[src/hdl/gce_pkg.sv]
`default_nettype none

package gce_pkg;

    localparam int MAX_GLYPH_WIDTH_DEF  = 32;
    localparam int MAX_GLYPH_HEIGHT_DEF = 32;
    localparam int SPAN_FIFO_DEPTH_DEF  = 4;

    localparam int COLOR_W      = 16;
    localparam int SIZE_REG_W   = 6;
    localparam int SIZE_W       = 7;
    localparam int BYTE_W       = 8;
    localparam int PIX_PER_BYTE = 8;
    localparam int PIX_CNT_W    = 4;
    localparam int PIX_IDX_W    = 3;
    localparam int CFG_IDX_W    = 2;
    localparam int CFG_DATA_W   = 16;

    localparam logic [SIZE_REG_W-1:0] GLYPH_WIDTH_RST  = SIZE_REG_W'(8);
    localparam logic [SIZE_REG_W-1:0] GLYPH_HEIGHT_RST = SIZE_REG_W'(16);
    localparam logic [COLOR_W-1:0]    FG_COLOR_RST     = 16'hFFFF;
    localparam logic [COLOR_W-1:0]    BG_COLOR_RST     = 16'h0000;

    typedef enum logic [CFG_IDX_W-1:0] {
        CFG_FG_COLOR     = 2'd0,
        CFG_BG_COLOR     = 2'd1,
        CFG_GLYPH_WIDTH  = 2'd2,
        CFG_GLYPH_HEIGHT = 2'd3
    } cfg_index_t;

    // One classified font byte: its bits, how many pixels it yields, and
    // whether its last pixel closes a row and the glyph.
    typedef struct packed {
        logic [BYTE_W-1:0]    bits;
        logic [PIX_CNT_W-1:0] count;
        logic                 row_end;
        logic                 glyph_end;
    } span_t;

    // A zero size counts as one, and a size above the maximum saturates.
    function automatic logic [SIZE_W-1:0] clamp_size(input logic [SIZE_REG_W-1:0] v,
                                                     input logic [SIZE_W-1:0] maxv);
        logic [SIZE_W-1:0] ext;
        ext = SIZE_W'(v);
        if (ext == '0) begin
            return SIZE_W'(1);
        end else if (ext > maxv) begin
            return maxv;
        end
        return ext;
    endfunction

endpackage

`default_nettype wire

[src/hdl/glyph_color_expander.sv]
// A byte is written into the span queue, then its first pixel into the output register.
// Throughput: one pixel per cycle while m_tready is high and the queue is not empty;
// a full byte yields 8 pixels and the last byte of a row up to 8, on the single output.
// Input transactions are taken every cycle while the span queue has room.
// Reset (synchronous, aresetn low) clears the row and column counters, the queue and the
// output valid flag, and loads fg_color 0xFFFF, bg_color 0x0000, width 8 and height 16.
`default_nettype none

module glyph_color_expander
    import gce_pkg::*;
#(
    parameter int MAX_GLYPH_WIDTH  = MAX_GLYPH_WIDTH_DEF,
    parameter int MAX_GLYPH_HEIGHT = MAX_GLYPH_HEIGHT_DEF,
    parameter int SPAN_FIFO_DEPTH  = SPAN_FIFO_DEPTH_DEF
) (
    input  wire logic                  aclk,
    input  wire logic                  aresetn,
    input  wire logic                  cfg_wr_en,
    input  wire logic [CFG_IDX_W-1:0]  cfg_index,
    input  wire logic [CFG_DATA_W-1:0] cfg_wdata,
    input  wire logic                  s_tvalid,
    output logic                       s_tready,
    input  wire logic [BYTE_W-1:0]     s_tdata,  // [7:0] font_byte
    output logic                       m_tvalid,
    input  wire logic                  m_tready,
    output logic [COLOR_W-1:0]         m_tdata,  // [15:0] pixel_color
    output logic                       m_tlast,  // row_end
    output logic                       m_tuser   // [0] glyph_end
);

    logic [COLOR_W-1:0]    fg_color_reg, bg_color_reg;
    logic [SIZE_REG_W-1:0] glyph_width_reg, glyph_height_reg;
    logic                  push, pop, fifo_full, fifo_empty;
    span_t                 push_data, head;

    always_ff @(posedge aclk) begin
        if (!aresetn) begin
            fg_color_reg     <= FG_COLOR_RST;
            bg_color_reg     <= BG_COLOR_RST;
            glyph_width_reg  <= GLYPH_WIDTH_RST;
            glyph_height_reg <= GLYPH_HEIGHT_RST;
        end else if (cfg_wr_en) begin
            unique case (cfg_index_t'(cfg_index))
                CFG_FG_COLOR:     fg_color_reg     <= cfg_wdata[COLOR_W-1:0];
                CFG_BG_COLOR:     bg_color_reg     <= cfg_wdata[COLOR_W-1:0];
                CFG_GLYPH_WIDTH:  glyph_width_reg  <= cfg_wdata[SIZE_REG_W-1:0];
                CFG_GLYPH_HEIGHT: glyph_height_reg <= cfg_wdata[SIZE_REG_W-1:0];
                default: ;
            endcase
        end
    end

    gce_front #(
        .MAX_GLYPH_WIDTH  (MAX_GLYPH_WIDTH),
        .MAX_GLYPH_HEIGHT (MAX_GLYPH_HEIGHT)
    ) u_front (
        .aclk         (aclk),
        .aresetn      (aresetn),
        .glyph_width  (glyph_width_reg),
        .glyph_height (glyph_height_reg),
        .s_tvalid     (s_tvalid),
        .s_tready     (s_tready),
        .s_tdata      (s_tdata),
        .fifo_full    (fifo_full),
        .push         (push),
        .push_data    (push_data)
    );

    gce_fifo #(
        .DEPTH (SPAN_FIFO_DEPTH)
    ) u_fifo (
        .aclk      (aclk),
        .aresetn   (aresetn),
        .push      (push),
        .push_data (push_data),
        .pop       (pop),
        .head      (head),
        .full      (fifo_full),
        .empty     (fifo_empty)
    );

    gce_back u_back (
        .aclk       (aclk),
        .aresetn    (aresetn),
        .fg_color   (fg_color_reg),
        .bg_color   (bg_color_reg),
        .fifo_empty (fifo_empty),
        .head       (head),
        .pop        (pop),
        .m_tvalid   (m_tvalid),
        .m_tready   (m_tready),
        .m_tdata    (m_tdata),
        .m_tlast    (m_tlast),
        .m_tuser    (m_tuser)
    );

endmodule

`default_nettype wire

[src/hdl/gce_front.sv]
`default_nettype none

module gce_front
    import gce_pkg::*;
#(
    parameter int MAX_GLYPH_WIDTH  = MAX_GLYPH_WIDTH_DEF,
    parameter int MAX_GLYPH_HEIGHT = MAX_GLYPH_HEIGHT_DEF
) (
    input  wire logic                  aclk,
    input  wire logic                  aresetn,
    input  wire logic [SIZE_REG_W-1:0] glyph_width,
    input  wire logic [SIZE_REG_W-1:0] glyph_height,
    input  wire logic                  s_tvalid,
    output logic                       s_tready,
    input  wire logic [BYTE_W-1:0]     s_tdata,
    input  wire logic                  fifo_full,
    output logic                       push,
    output span_t                      push_data
);

    localparam int COL_W = $clog2(MAX_GLYPH_WIDTH);
    localparam int ROW_W = $clog2(MAX_GLYPH_HEIGHT);

    logic [COL_W-1:0]     col_reg, col_next, col_eff;
    logic [ROW_W-1:0]     row_reg, row_next, row_eff;
    logic [SIZE_W-1:0]    width_c, height_c, remain, row_inc;
    logic [PIX_CNT_W-1:0] count;
    logic                 row_end, glyph_end;

    always_comb begin
        width_c  = clamp_size(glyph_width, SIZE_W'(MAX_GLYPH_WIDTH));
        height_c = clamp_size(glyph_height, SIZE_W'(MAX_GLYPH_HEIGHT));

        // Counters left beyond a size that was lowered restart at zero.
        col_eff = (SIZE_W'(col_reg) >= width_c) ? '0 : col_reg;
        row_eff = (SIZE_W'(row_reg) >= height_c) ? '0 : row_reg;

        remain    = width_c - SIZE_W'(col_eff);
        row_end   = (remain <= SIZE_W'(PIX_PER_BYTE));
        count     = row_end ? PIX_CNT_W'(remain) : PIX_CNT_W'(PIX_PER_BYTE);
        row_inc   = SIZE_W'(row_eff) + SIZE_W'(1);
        glyph_end = row_end && (row_inc >= height_c);

        s_tready  = !fifo_full;
        push      = s_tvalid && !fifo_full;

        push_data.bits      = s_tdata;
        push_data.count     = count;
        push_data.row_end   = row_end;
        push_data.glyph_end = glyph_end;

        col_next = col_reg;
        row_next = row_reg;
        if (push) begin
            if (row_end) begin
                col_next = '0;
                row_next = glyph_end ? '0 : ROW_W'(row_inc);
            end else begin
                col_next = COL_W'(SIZE_W'(col_eff) + SIZE_W'(count));
                row_next = row_eff;
            end
        end
    end

    always_ff @(posedge aclk) begin
        if (!aresetn) begin
            col_reg <= '0;
            row_reg <= '0;
        end else begin
            col_reg <= col_next;
            row_reg <= row_next;
        end
    end

endmodule

`default_nettype wire

[src/hdl/gce_fifo.sv]
`default_nettype none

module gce_fifo
    import gce_pkg::*;
#(
    parameter int DEPTH = SPAN_FIFO_DEPTH_DEF
) (
    input  wire logic  aclk,
    input  wire logic  aresetn,
    input  wire logic  push,
    input  wire span_t push_data,
    input  wire logic  pop,
    output span_t      head,
    output logic       full,
    output logic       empty
);

    localparam int PTR_W = $clog2(DEPTH);
    localparam int CNT_W = $clog2(DEPTH + 1);

    span_t            entries [DEPTH];
    logic [PTR_W-1:0] wr_ptr_reg, rd_ptr_reg;
    logic [CNT_W-1:0] count_reg;

    assign full  = (count_reg == CNT_W'(DEPTH));
    assign empty = (count_reg == '0);
    assign head  = entries[rd_ptr_reg];

    always_ff @(posedge aclk) begin
        if (push) begin
            entries[wr_ptr_reg] <= push_data;
        end
    end

    always_ff @(posedge aclk) begin
        if (!aresetn) begin
            wr_ptr_reg <= '0;
            rd_ptr_reg <= '0;
            count_reg  <= '0;
        end else begin
            if (push) begin
                wr_ptr_reg <= (wr_ptr_reg == PTR_W'(DEPTH - 1)) ? '0 : wr_ptr_reg + 1'b1;
            end
            if (pop) begin
                rd_ptr_reg <= (rd_ptr_reg == PTR_W'(DEPTH - 1)) ? '0 : rd_ptr_reg + 1'b1;
            end
            if (push && !pop) begin
                count_reg <= count_reg + 1'b1;
            end else if (pop && !push) begin
                count_reg <= count_reg - 1'b1;
            end
        end
    end

    a_no_overflow: assert property (@(posedge aclk) disable iff (!aresetn)
        full |-> !push)
        else $error("span queue written while full");

    a_no_underflow: assert property (@(posedge aclk) disable iff (!aresetn)
        empty |-> !pop)
        else $error("span queue read while empty");

endmodule

`default_nettype wire

[src/hdl/gce_back.sv]
`default_nettype none

module gce_back
    import gce_pkg::*;
(
    input  wire logic               aclk,
    input  wire logic               aresetn,
    input  wire logic [COLOR_W-1:0] fg_color,
    input  wire logic [COLOR_W-1:0] bg_color,
    input  wire logic               fifo_empty,
    input  wire span_t              head,
    output logic                    pop,
    output logic                    m_tvalid,
    input  wire logic               m_tready,
    output logic [COLOR_W-1:0]      m_tdata,
    output logic                    m_tlast,
    output logic                    m_tuser
);

    logic [PIX_IDX_W-1:0] pix_idx_reg, pix_idx_next;
    logic                 m_tvalid_reg, m_tvalid_next;
    logic [COLOR_W-1:0]   pixel_reg, pixel_next;
    logic                 row_end_reg, row_end_next;
    logic                 glyph_end_reg, glyph_end_next;
    logic                 load, last_pix, bit_set;

    always_comb begin
        load     = !fifo_empty && (!m_tvalid_reg || m_tready);
        last_pix = (PIX_CNT_W'(pix_idx_reg) + PIX_CNT_W'(1)) == head.count;
        bit_set  = head.bits[PIX_IDX_W'(PIX_PER_BYTE - 1) - pix_idx_reg];
        pop      = load && last_pix;

        pix_idx_next   = pix_idx_reg;
        m_tvalid_next  = m_tvalid_reg;
        pixel_next     = pixel_reg;
        row_end_next   = row_end_reg;
        glyph_end_next = glyph_end_reg;

        if (load) begin
            m_tvalid_next  = 1'b1;
            pixel_next     = bit_set ? fg_color : bg_color;
            // Only the last pixel of a byte can close a row.
            row_end_next   = last_pix && head.row_end;
            glyph_end_next = last_pix && head.glyph_end;
            pix_idx_next   = last_pix ? '0 : pix_idx_reg + 1'b1;
        end else if (m_tready) begin
            m_tvalid_next = 1'b0;
        end
    end

    always_ff @(posedge aclk) begin
        if (!aresetn) begin
            pix_idx_reg  <= '0;
            m_tvalid_reg <= 1'b0;
        end else begin
            pix_idx_reg  <= pix_idx_next;
            m_tvalid_reg <= m_tvalid_next;
        end
        pixel_reg     <= pixel_next;
        row_end_reg   <= row_end_next;
        glyph_end_reg <= glyph_end_next;
    end

    assign m_tvalid = m_tvalid_reg;
    assign m_tdata  = pixel_reg;
    assign m_tlast  = row_end_reg;
    assign m_tuser  = glyph_end_reg;

    a_glyph_end_on_row_end: assert property (@(posedge aclk) disable iff (!aresetn)
        (m_tvalid && m_tuser) |-> m_tlast)
        else $error("glyph end flagged away from a row end");

    a_index_in_span: assert property (@(posedge aclk) disable iff (!aresetn)
        !fifo_empty |-> (PIX_CNT_W'(pix_idx_reg) < head.count))
        else $error("pixel index beyond the byte's pixel count");

endmodule

`default_nettype wire
[config.mk]
export PLATFORM = sky130hd
export DESIGN_NAME = glyph_color_expander
export DESIGN_NICKNAME = d
export VERILOG_FILES = /design/src/hdl/gce_pkg.sv /design/src/hdl/glyph_color_expander.sv /design/src/hdl/gce_front.sv /design/src/hdl/gce_fifo.sv /design/src/hdl/gce_back.sv
export SDC_FILE = /design/constraint.sdc
export NUM_CORES = 1
export LEC_CHECK = 0
export CORE_MARGIN = 4
export CORE_UTILIZATION = 40
export CTS_CLUSTER_DIAMETER = 50
export DETAILED_ROUTE_END_ITERATION = 7
export DONT_BUFFER_PORTS = 1
export GPL_TIMING_DRIVEN = 0
export MAX_ROUTING_LAYER = met4
export PLACE_DENSITY = 0.59
export SETUP_SLACK_MARGIN = 0.1
export SYNTH_ARGS = -nofsm -noshare
export SYNTH_HDL_FRONTEND = slang
export SYNTH_HIERARCHICAL = 1
export SYNTH_SLANG_ARGS = --single-unit
[constraint.sdc]
create_clock -name aclk -period 5.1 [get_ports aclk]
set_clock_uncertainty 0.15 [all_clocks]
set_input_delay 0.51 -clock aclk [delete_from_list [all_inputs] [get_ports aclk]]
set_output_delay 0.51 -clock aclk [all_outputs]
set_load 0.02 [all_outputs]
==> summary.md, run 1 <==
| Metric | Value |
|---|---|
| PD cells | `just under 500 nW/um^2` |
| Cells after synthesis | `~570` |
| Initial Util | `0.406` |
| Area of the multi-input gates | `3020 sq um` |
| Worst min path class | `input pin to register` |
| Core area | `17200 sq um` |
| Final core occ | `0.459` |
| Syn-to-layout area delta | `12.8%` |
| Total power | `approximately 3.8 mW` |
| Die Width | `about 140 um` |
| Antenna cells | `0` |
| Vias in the first global route | `between 4000 and 5000` |
| Ports | `51` |
| Crit-path max FO | `10` |
| Adder-cell share of the synthesized area | `0.0659` |
| Worst skew pair latency | `just over 0.4 ns` |
| Placement Setup Slack | `between 0.07 and 0.08 ns` |
| Combinational power share | `0.264` |
| Finish-stage setup viols | `0` |
| Reg2Reg Setup Slack | `0.41 ns` |
| Leading post-synthesis cells by cell area | `edfxtp_1 32%, dfxtp_1 19%, ha_1 5.7%` |
| Hold depth | `1` |
| Max-Cap Viols | `0` |
| Post-synth EDFFs | `74` |
| Final Cell Area | `slightly below 8000 sq um` |
| Xor/xnor share of the synthesized area | `0.0163` |
| WHS | `slightly below 0.08 ns` |
| Max reg flops | `56` |
| Syn Nets | `roughly 640` |
| GRT Residual Overflow | `0` |
| Yosys warns | `6` |
| RR Endpoint | `u_front/col_reg[4]` |
| Psw | `approximately 1.2 mW` |
| Avg WL per Cell | `around 17 um` |
| Final hold vios | `0` |
| Synth Flop Type | `edfxtp_1` |
| Gp weighted congestion | `around 0.83` |
| Site row count | `48` |
| CP endpoint | `u_front/col_reg[4]` |
| Compound-Gate Fraction of Synth Area | `0.0717` |
| Int Power | `2.62 mW` |
| Synth Area in Simple Gates | `0.135` |
| Main combinational cell family by area after synthesis | `multiplexers` |
| Clk pin slew, worst setup/hold paths | `~0.06 ns` |
| Cell variety after synth | `63` |
| Final ANT Viol Nets | `0` |
| Leading area contributor after synthesis | `edfxtp_1` |
| Status | `completed` |
| Normalized max-slew margin | `0.120` |
| Largest reg by FF count | `u_fifo/entries` |
| Filler cells | `between 1500 and 2000` |
| Sequential share of the synthesized area | `0.510` |
| Critical Path Source | `glyph_width_reg[2]` |
| Startpoint types | `register` |
| Seq pwr share | `0.434` |
| RSZ-0062 raised after global routing | `no` |
| Placed Area | `7260 sq um` |
| Syn Area/Cell | `12.2 sq um` |
| Max VDD drop | `~0.27 mV` |
| Hpwl dp | `approximately 10000 um` |
| Number of non-filler instances in the completed layout | `835` |
| Maximum root-to-sink buffer count | `2` |
| Slew @ Worst Pin | `about 1.3 ns` |
| Chip height | `around 140 um` |
| Synthesized flop and latch total | `about 140` |
| H-Tree Depth | `4` |
| Switching Share | `0.308` |
| Remaining DRCs | `0` |
| Full die area | `19600 sq um` |
| Cells after DPL | `~800` |
| WP data required | `5.25 ns` |
| Synth top area share | `0.318` |
| Final WL | `14100 um` |
| Minimum clock period after layout | `approximately 4.7 ns` |
| Layout cell share with drive strength beyond 1 | `0.174` |
| R2R cell count | `22` |
| Vias after detailed routing | `approximately 4300` |
| Gr usage total | `0.154` |
| R2r startpoint | `glyph_width_reg[2]` |
| Sink Count | `approximately 140` |
| Final #Nets | `~660` |
| CTS root buffer | `clkbuf_16` |
| Clock power share | `0.302` |
| Async SR Flop Fraction | `0` |
| Largest net degree at the start of global routing | `23` |
| Initial DRC Count | `between 200 and 300` |
| Fin worst setup slack | `approximately 0.41 ns` |
| Crit path kind | `register to register` |
| Routed vias/inst | `around 5.2` |
| LEAKAGE | `3.10 nW` |
| First-pass GRT wire length | `~23000 um` |
| Post-Syn Area | `6980 sq um` |
| CTS Buf Count | `17` |
| Setup TNS | `0 ns` |
| First drt pass iteration count | `4` |
| Mux contribution to synthesized area | `0.141` |
| Period Utilization, post-route | `0.919` |
| Most numerous cell in the Yosys netlist | `nand2_1` |
| Critical path endpoint category | `register` |
| I/O Buffers | `0` |
| Arr. time, crit path | `between 4 and 5 ns` |
| FMAX | `around 210 MHz` |
| FF+latch area | `~3600 sq um` |
| Initial antenna violation count | `0` |
| Commonest cells post-synth | `75 x nand2_1, 74 x edfxtp_1, 67 x dfxtp_1` |
| Final slew viol count | `0` |
| CTS tree | `built` |
==> area by class of cell <==
class                           instances  share of cell area
Clock inverter                          6             0.00445
Multi-Input combinational cell        357               0.383
Buffer                                 34              0.0337
Tap cell                              225              0.0357
Sequential cell                       141               0.452
Clock buffer                           26              0.0661
Inverter                               41              0.0195
Timing Repair Buffer                    5             0.00476
==> per-layer routing <==
metal,GRT usage,up-vias,share of wire
met3,0.0434,13,0.047
met2,0.237,74,0.47
met1,0.197,2123,0.47
met4,0.0505,0,0.014
met5,-,-,0
li1,-,2119,-
==> logic make-up (layout without fill, tap and decap cells) <==
| logic type | Yosys count | after routing |
|---|---|---|
| flip-flops | 141 | 141 |
| AND/OR/NAND/NOR | 171 | 171 |
| AO/OA/AOI/OAI | 69 | 69 |
| buffers and inverters | 75 | 112 |
| multiplexers | 69 | 69 |
| adder cells (fa/ha/maj) | 35 | 35 |
| XOR/XNOR | 13 | 13 |
==> placed cells by master, fill, tap and decap left out, types with 14 or more instances in the layout <==
| cell | instances |
|---|---|
| clkbuf_16 | 18 |
| edfxtp_1 | 74 |
| nor2b_1 | 18 |
| dfxtp_1 | 66 |
| ha_1 | 32 |
| o211ai_1 | 15 |
| nand4bb_1 | 14 |
| a21oi_1 | 15 |
| inv_1 | 39 |
| nand2_1 | 75 |
| mux2i_1 | 36 |
| buf_4 | 17 |
==> worst max-delay path, stage by stage, from the launching register on <==
cell and delay, ns:
dfxtp_1 0.33, nor4_2 0.26, nor2_1 0.07, nor2_2 0.12, ha_1 0.25, nor2b_1 0.10, o21ai_0 0.11, a41oi_2 0.29
buf_4 0.17, nand2_1 0.08, ha_1 0.35, nor2b_4 0.15, or2_0 0.20, a41o_1 0.24, o221ai_2 0.30, buf_6 0.22
nor2_2 0.08, ha_1 0.36, a21o_1 0.19, a21oi_1 0.22, xnor2_1 0.09, a21oi_1 0.15, o21ai_1 0.08
==> how the worst min path moves through the flow <==
stage / endpoint / slack [ns] / from
finish: u_fifo/count_reg[0] / 0.08 / aresetn
detailed placement: bg_color_reg[2] / 0.30 / bg_color_reg[2]
floorplan: u_front/col_reg[0] / 0.27 / u_front/col_reg[0]
global placement: u_front/col_reg[0] / 0.29 / u_front/col_reg[0]
global route: u_fifo/wr_ptr_reg[1] / 0.06 / aresetn
CTS: u_fifo/count_reg[0] / 0.06 / aresetn
==> power groups by stage <==
stage          clock, mW  combinational, mW  sequential (mW)
3_3_place_gp           0              0.935             1.67
4_1_cts             1.17              0.970             1.65
6_report            1.14               1.00             1.65
2_1_floorplan          0              0.768             1.64
3_5_place_dp           0              0.962             1.68
5_1_grt             1.22               1.10             1.67
==> timing repair <==
item | in CTS | in global routing
pin swaps | 0 | 2
buffers inserted | 0 | 5
resized for setup | 2 | 6
hold buffers | 0 | 0
hold endpoints to repair | 0 | 0
endpoints found under the setup margin | 1 | 4
(Power assumes the default switching activity.)
==> run 2, diff against run 1 <==
--- a/config.mk
+++ b/config.mk
@@ -5,6 +5,7 @@
 export SDC_FILE = /design/constraint.sdc
 export NUM_CORES = 1
 export LEC_CHECK = 0
+export ABC_AREA = 1
 export CORE_MARGIN = 4
 export CORE_UTILIZATION = 40
 export CTS_CLUSTER_DIAMETER = 50
==> run 2 against run 1 <==
Register-to-register slack gained 0.12 ns. Sequential cell count is the same. Design area grew 3.6%. Cell count grew 31%. Hold slack lost 0.034 ns. Highest routed layer unchanged.
==> summary.md, run 2 <==
| Metric | Value |
|---|---|
| Status | `completed` |
| Synth top area share | `0.310` |
| Crit-path max FO | `10` |
| Most common cell after layout, fill and taps aside | `nand2_1` |
| Ports | `a little over 50` |
| R2R cell count | `31` |
| RSZ-0062 raised after global routing | `no` |
| Syn-to-layout area delta | `13.8%` |
| Full die area | `20100 sq um` |
| CP endpoint | `u_front/col_reg[4]` |
| Worst skew pair latency | `0.42 ns` |
| Initial DRC Count | `approximately 310` |
| Core area | `17400 sq um` |
| LEAKAGE | `~3.7 nW` |
| Clk pin slew, worst setup/hold paths | `approximately 0.060 ns` |
| First-pass GRT wire length | `between 20000 and 30000 um` |
| Post-Syn Area | `between 7000 and 8000 sq um` |
| Largest reg by FF count | `u_fifo/entries` |
| Cells after DPL | `roughly 1100` |
| Max-Cap Viols | `0` |
| Async SR Flop Fraction | `0` |
| Largest net degree at the start of global routing | `25` |
| Max VDD drop | `0.229 mV` |
| Slew @ Worst Pin | `0.807 ns` |
| Site row count | `48` |
| Leading area contributor after synthesis | `edfxtp_1` |
| CTS root buffer | `clkbuf_16` |
| Most frequent cells in the layout | `175 x nand2_1, 121 x nor2_1, 90 x inv_1` |
| Antenna cells | `0` |
| Post-synth EDFFs | `74` |
| Maximum root-to-sink buffer count | `2` |
| Most numerous cell in the Yosys netlist | `nand2_1` |
| Crit path largest cell delay | `around 0.44 ns` |
| Final #Nets | `924` |
| Gr usage total | `0.167` |
| Remaining DRCs | `0` |
| RR Endpoint | `u_front/col_reg[4]` |
| Chip height | `approximately 140 um` |
| Synthesized flop and latch total | `~140` |
| Hold depth | `2` |
| Most frequent CP cell | `nand2_1` |
| Critical Path Source | `glyph_width_reg[4]` |
| Leading post-synthesis cells by cell area | `edfxtp_1 31%, dfxtp_1 19%, nand2_1 9.2%` |
| PD cells | `about 490 nW/um^2` |
| CTS Buf Count | `17` |
| Layout cell share with drive strength beyond 1 | `0.135` |
| Period Utilization, post-route | `0.896` |
| Reg2Reg Setup Slack | `0.53 ns` |
| Sequential share of the synthesized area | `0.497` |
| Max reg flops | `between 50 and 60` |
| Gp weighted congestion | `approximately 0.83` |
| Initial antenna violation count | `0` |
| Final ANT Viol Nets | `0` |
| Initial Util | `0.412` |
| Normalized max-slew margin | `0.461` |
| Worst path slowest cell | `fa_1` |
| Worst min path class | `input pin to register` |
| FMAX | `roughly 220 MHz` |
| Yosys warns | `6` |
| Avg WL per Cell | `roughly 14 um` |
| I/O Buffers | `0` |
| Final slew viol count | `0` |
| Cell variety after synth | `45` |
| Die Width | `about 140 um` |
| Setup TNS | `0 ns` |
| Minimum clock period after layout | `around 4.6 ns` |
| GRT Residual Overflow | `0` |
| Syn Nets | `900` |
| R2r startpoint | `glyph_width_reg[4]` |
| Sink Count | `approximately 140` |
| Finish-stage setup viols | `0` |
| H-Tree Depth | `4` |
| Hpwl dp | `11100 um` |
| Syn Area/Cell | `around 8.6 sq um` |
| WP data required | `5.30 ns` |
| Final hold vios | `0` |
| Vias in the first global route | `5084` |
| Synth Flop Type | `edfxtp_1` |
| First drt pass iteration count | `7` |
| Commonest cells post-synth | `176 x nand2_1, 124 x nor2_1, 91 x inv_1` |
| Arr. time, crit path | `around 4.8 ns` |
| Final WL | `~16000 um` |
| FF+latch area | `~3600 sq um` |
| Vias after detailed routing | `around 5300` |
| Cells after synthesis | `around 830` |
| Crit path kind | `register to register` |
| CTS tree | `built` |
| Filler cells | `approximately 1700` |
| Routed vias/inst | `a little under 5` |
| Number of non-filler instances in the completed layout | `around 1100` |
| Critical path endpoint category | `register` |
| Area of the multi-input gates | `approximately 3000 sq um` |
| Startpoint types | `register` |
[run 2: kinds of logic after synthesis]
family / synth area share
AO/OA/AOI/OAI: 0.0738
XOR/XNOR: 0.0122
adder cells (fa/ha/maj): 0.0642
buffers and inverters: 0.0965
flip-flops: 0.497
AND/OR/NAND/NOR: 0.256
[run 2: layer usage]
metal / routed length, um / track usage / part of all wire / vias up
met2: 7630 / 0.269 / 0.48 / 84
li1: - / - / - / 2789
met1: 7380 / 0.209 / 0.47 / 2373
met3: 512 / 0.0388 / 0.033 / 19
met5: 0 / - / 0 / -
met4: 221 / 0.0520 / 0.014 / 0
[run 2: report_power, final]
| group | internal (mW) | leakage (nW) | switching, mW |
|---|---|---|---|
| Sequential | 1.45 | 1.24 | 0.194 |
| Combinational | 0.392 | 2.15 | 0.703 |
| Clock | 0.751 | 0.303 | 0.534 |
[run 2: through the flow]
step	power [mW]	utilization	hold WS [ns]	cell area, sq um	worst slack (ns)
finish	4.02	0.468	0.0456	8160	0.529
global route	4.28	0.468	0.0498	8160	0.0690
CTS	4.02	0.463	0.0348	8070	0.100
detailed placement	2.72	0.428	0.293	7450	0.130
global placement	2.71	0.428	0.290	7450	0.0641
floorplan	2.46	-	0.280	7170	0.807
[run 2: repair_timing]
action / CTS / global route
endpoints found under the hold margin: 0 / 0
gates resized for setup: 0 / 14
buffers inserted: 0 / 5
setup endpoints to repair: 0 / 4
hold buffers: 0 / 0
[run 2: worst min path at each step]
stage / start / endpoint / slack, ns
finish: aresetn / u_front/row_reg[1] / 0.05
global route: aresetn / u_fifo/count_reg[2] / 0.05
CTS: aresetn / u_front/row_reg[1] / 0.03
detailed placement: fg_color_reg[7] / fg_color_reg[7] / 0.29
global placement: fg_color_reg[7] / fg_color_reg[7] / 0.29
floorplan: fg_color_reg[0] / fg_color_reg[0] / 0.28
[run 2: critical path: cells and delay by family (launching register included)]
kind / cells / cell delay (ns)
fa+ha+maj: 3 / 1.14
simple gates: 17 / 1.77
compound gates: 3 / 0.41
flops: 1 / 0.33
buf+inv: 7 / 0.56
xor+xnor: 1 / 0.13
[run 2: cell type report]
| type | instances | share of cell area |
|---|---|---|
| flip-flops and latches | 141 | 0.437 |
| multi-input cells | 558 | 0.364 |
| clock buffers | 17 | 0.0521 |
| inverters | 97 | 0.0455 |
| plain buffers | 38 | 0.0396 |
| well taps | 225 | 0.0345 |
| clock inverters | 15 | 0.0233 |
| repair buffers | 5 | 0.00460 |
==> run 3, diff against run 2 <==
--- a/config.mk
+++ b/config.mk
@@ -8,12 +8,13 @@
 export ABC_AREA = 1
 export CORE_MARGIN = 4
 export CORE_UTILIZATION = 40
+export CTS_BUF_LIST = sky130_fd_sc_hd__clkbuf_16
 export CTS_CLUSTER_DIAMETER = 50
 export DETAILED_ROUTE_END_ITERATION = 7
 export DONT_BUFFER_PORTS = 1
 export GPL_TIMING_DRIVEN = 0
 export MAX_ROUTING_LAYER = met4
-export PLACE_DENSITY = 0.59
+export PLACE_DENSITY = 0.5
 export SETUP_SLACK_MARGIN = 0.1
 export SYNTH_ARGS = -nofsm -noshare
 export SYNTH_HDL_FRONTEND = slang
==> run 3 against run 2 <==
Die area did not move. Setup slack got worse by 0.0056 ns. Cell count barely moved. Non-clock buffer count fell by 1. Highest routed layer unchanged. Combinational power barely moved. Core utilization fell by 0.42 points. Largest power group unchanged. Critical path depth fell by 2. Sequential cell count did not move. Routed wire length rose by 5.1%. Critical path type unchanged. Critical endpoint unchanged.
==> summary.md, run 3 (same netlist as run 2, synthesis figures left out) <==
| Metric | Value |
|---|---|
| Status | `completed` |
| Max-Cap Viols | `0` |
| Setup TNS | `0 ns` |
| Met1 WL | `7900 um` |
| Combinational power share | `0.281` |
| Most common cell after layout, fill and taps aside | `nand2_1` |
| Crit path largest cell delay | `0.46 ns` |
| Die Width | `roughly 140 um` |
| Hold_buf cts | `0` |
| PD cells | `around 490 nW/um^2` |
| Metal2 WL | `between 7000 and 8000 um` |
| Remaining DRCs | `0` |
| Max reg flops | `56` |
| Maximum root-to-sink buffer count | `2` |
| Slew @ Worst Pin | `0.873 ns` |
| Number of non-filler instances in the completed layout | `1095` |
| Avg WL per Cell | `roughly 15 um` |
| R2R cell count | `29` |
| Worst path slowest cell | `fa_1` |
| H-Tree Depth | `4` |
| Initial antenna violation count | `0` |
| Gp weighted congestion | `0.888` |
| Routed vias/inst | `roughly 5` |
| Worst min path class | `input pin to register` |
| Gr usage total | `0.176` |
| Site row count | `48` |
| Seq pwr share | `0.417` |
| Minimum clock period after layout | `about 4.6 ns` |
| Startpoint types | `register` |
| I/O Buffers | `0` |
| Sink Count | `about 140` |
| Layout cell share with drive strength beyond 1 | `0.130` |
| Initial Util | `0.412` |
| WL met3 | `around 560 um` |
| Hold depth | `2` |
| CTS tree | `built` |
| Initial DRC Count | `351` |
| WP data required | `approximately 5.3 ns` |
| Cells after DPL | `around 1100` |
| DR top layer | `met4` |
| Full die area | `around 20000 sq um` |
| Final hold vios | `0` |
| Clk pin slew, worst setup/hold paths | `0.06 ns` |
| Period Utilization, post-route | `0.897` |
| Normalized max-slew margin | `0.417` |
| LEAKAGE | `3.65 nW` |
| RSZ-0062 raised after global routing | `no` |
| Crit path kind | `register to register` |
| Vias in the first global route | `roughly 5300` |
| Final ANT Viol Nets | `0` |
| Arr. time, crit path | `around 4.8 ns` |
| Final WL | `between 15000 and 20000 um` |
| Final #Nets | `~920` |
| Most frequent CP cell | `nand2_1` |
| Vias after detailed routing | `between 5000 and 6000` |
| Critical path endpoint category | `register` |
| GRT Residual Overflow | `0` |
| Chip height | `~140 um` |
| Syn-to-layout area delta | `12.8%` |
| Hpwl dp | `11800 um` |
| Antenna cells | `0` |
| First drt pass iteration count | `8` |
| FMAX | `roughly 220 MHz` |
| Psw | `about 1.4 mW` |
| Max VDD drop | `roughly 0.26 mV` |
| Finish-stage setup viols | `0` |
| CTS Buf Count | `17` |
| First-pass GRT wire length | `between 20000 and 30000 um` |
| Most frequent cells in the layout | `175 x nand2_1, 121 x nor2_1, 91 x inv_1` |
| Largest net degree at the start of global routing | `25` |
| Worst skew pair latency | `approximately 0.42 ns` |
| Switching Share | `0.350` |
| Int Power | `around 2.6 mW` |
| Clock power share | `0.303` |
| Final slew viol count | `0` |
| Ports | `a little over 50` |
| Core area | `roughly 17000 sq um` |
| Largest reg by FF count | `u_fifo/entries` |
| Crit-path max FO | `10` |
| CTS root buffer | `clkbuf_16` |
run 3: changes by cell type in the layout (fill, tap and decap cells not counted), moves of 3 or more:
cell        delta
clkinvlp_4     +4
clkinv_2       +3
inv_6          -3
inv_8          -7
run 3: metrics by stage:
stage	hold WS (ns)	worst slack [ns]	instance area [sq um]	util	power (mW)
final	0.0366	0.524	8090	0.464	3.94
after global routing	0.0414	0.0831	8090	0.464	4.20
after CTS	0.0299	0.131	8030	0.461	3.95
after detailed placement	0.295	-0.0257	7460	0.428	2.75
after global placement	0.291	0.125	7450	0.428	2.72
after floorplan	0.280	0.807	7170	-	2.46
run 3: power by group through the flow:
| stage | Sequential (mW) | Combinational (mW) | Clock, mW |
|---|---|---|---|
| after floorplan | 1.64 | 0.819 | 0 |
| after global placement | 1.67 | 1.05 | 0 |
| after detailed placement | 1.67 | 1.08 | 0 |
| after CTS | 1.65 | 1.08 | 1.22 |
| after global routing | 1.66 | 1.26 | 1.28 |
| final | 1.64 | 1.10 | 1.19 |
run 3: path summary, 6_finish.rpt:
path,from,to,slack (ns)
worst max register to register,glyph_width_reg[4],u_front/col_reg[4],0.52
worst max-delay path,glyph_width_reg[4],u_front/col_reg[4],0.52
worst min register to register,fg_color_reg[10],fg_color_reg[10],0.31
worst min-delay path,aresetn,u_front/row_reg[1],0.04
run 3: critical path: cells and delay by family, from the launching register on:
kind / cells / cell delay, ns
AND/OR/NAND/NOR: 16 / 1.71
adder cells (fa/ha/maj): 3 / 1.21
AO/OA/AOI/OAI: 4 / 0.53
buffers and inverters: 5 / 0.43
flip-flops: 1 / 0.33
XOR/XNOR: 1 / 0.13
run 3: final cells by class:
class                   count  area, sq um
clock buffers              17          425
fillers                  1698         9330
multi-input cells         558         2950
inverters                  97          369
clock inverters            15          146
plain buffers              38          323
repair buffers              4         30.0
well taps                 225          282
flip-flops and latches    141         3560
run 3: what timing repair did:
item                                    CTS  global route
gates resized for setup                   2             9
setup buffers                             0             4
pin swaps                                 0             2
endpoints found under the setup margin    1             4
run 3: per-layer routing:
| layer | vias to the layer above | GRT usage |
|---|---|---|
| met5 | - | - |
| met4 | 0 | 0.0551 |
| met3 | 27 | 0.0418 |
| met2 | 96 | 0.271 |
| met1 | 2487 | 0.231 |
| li1 | 2782 | - |
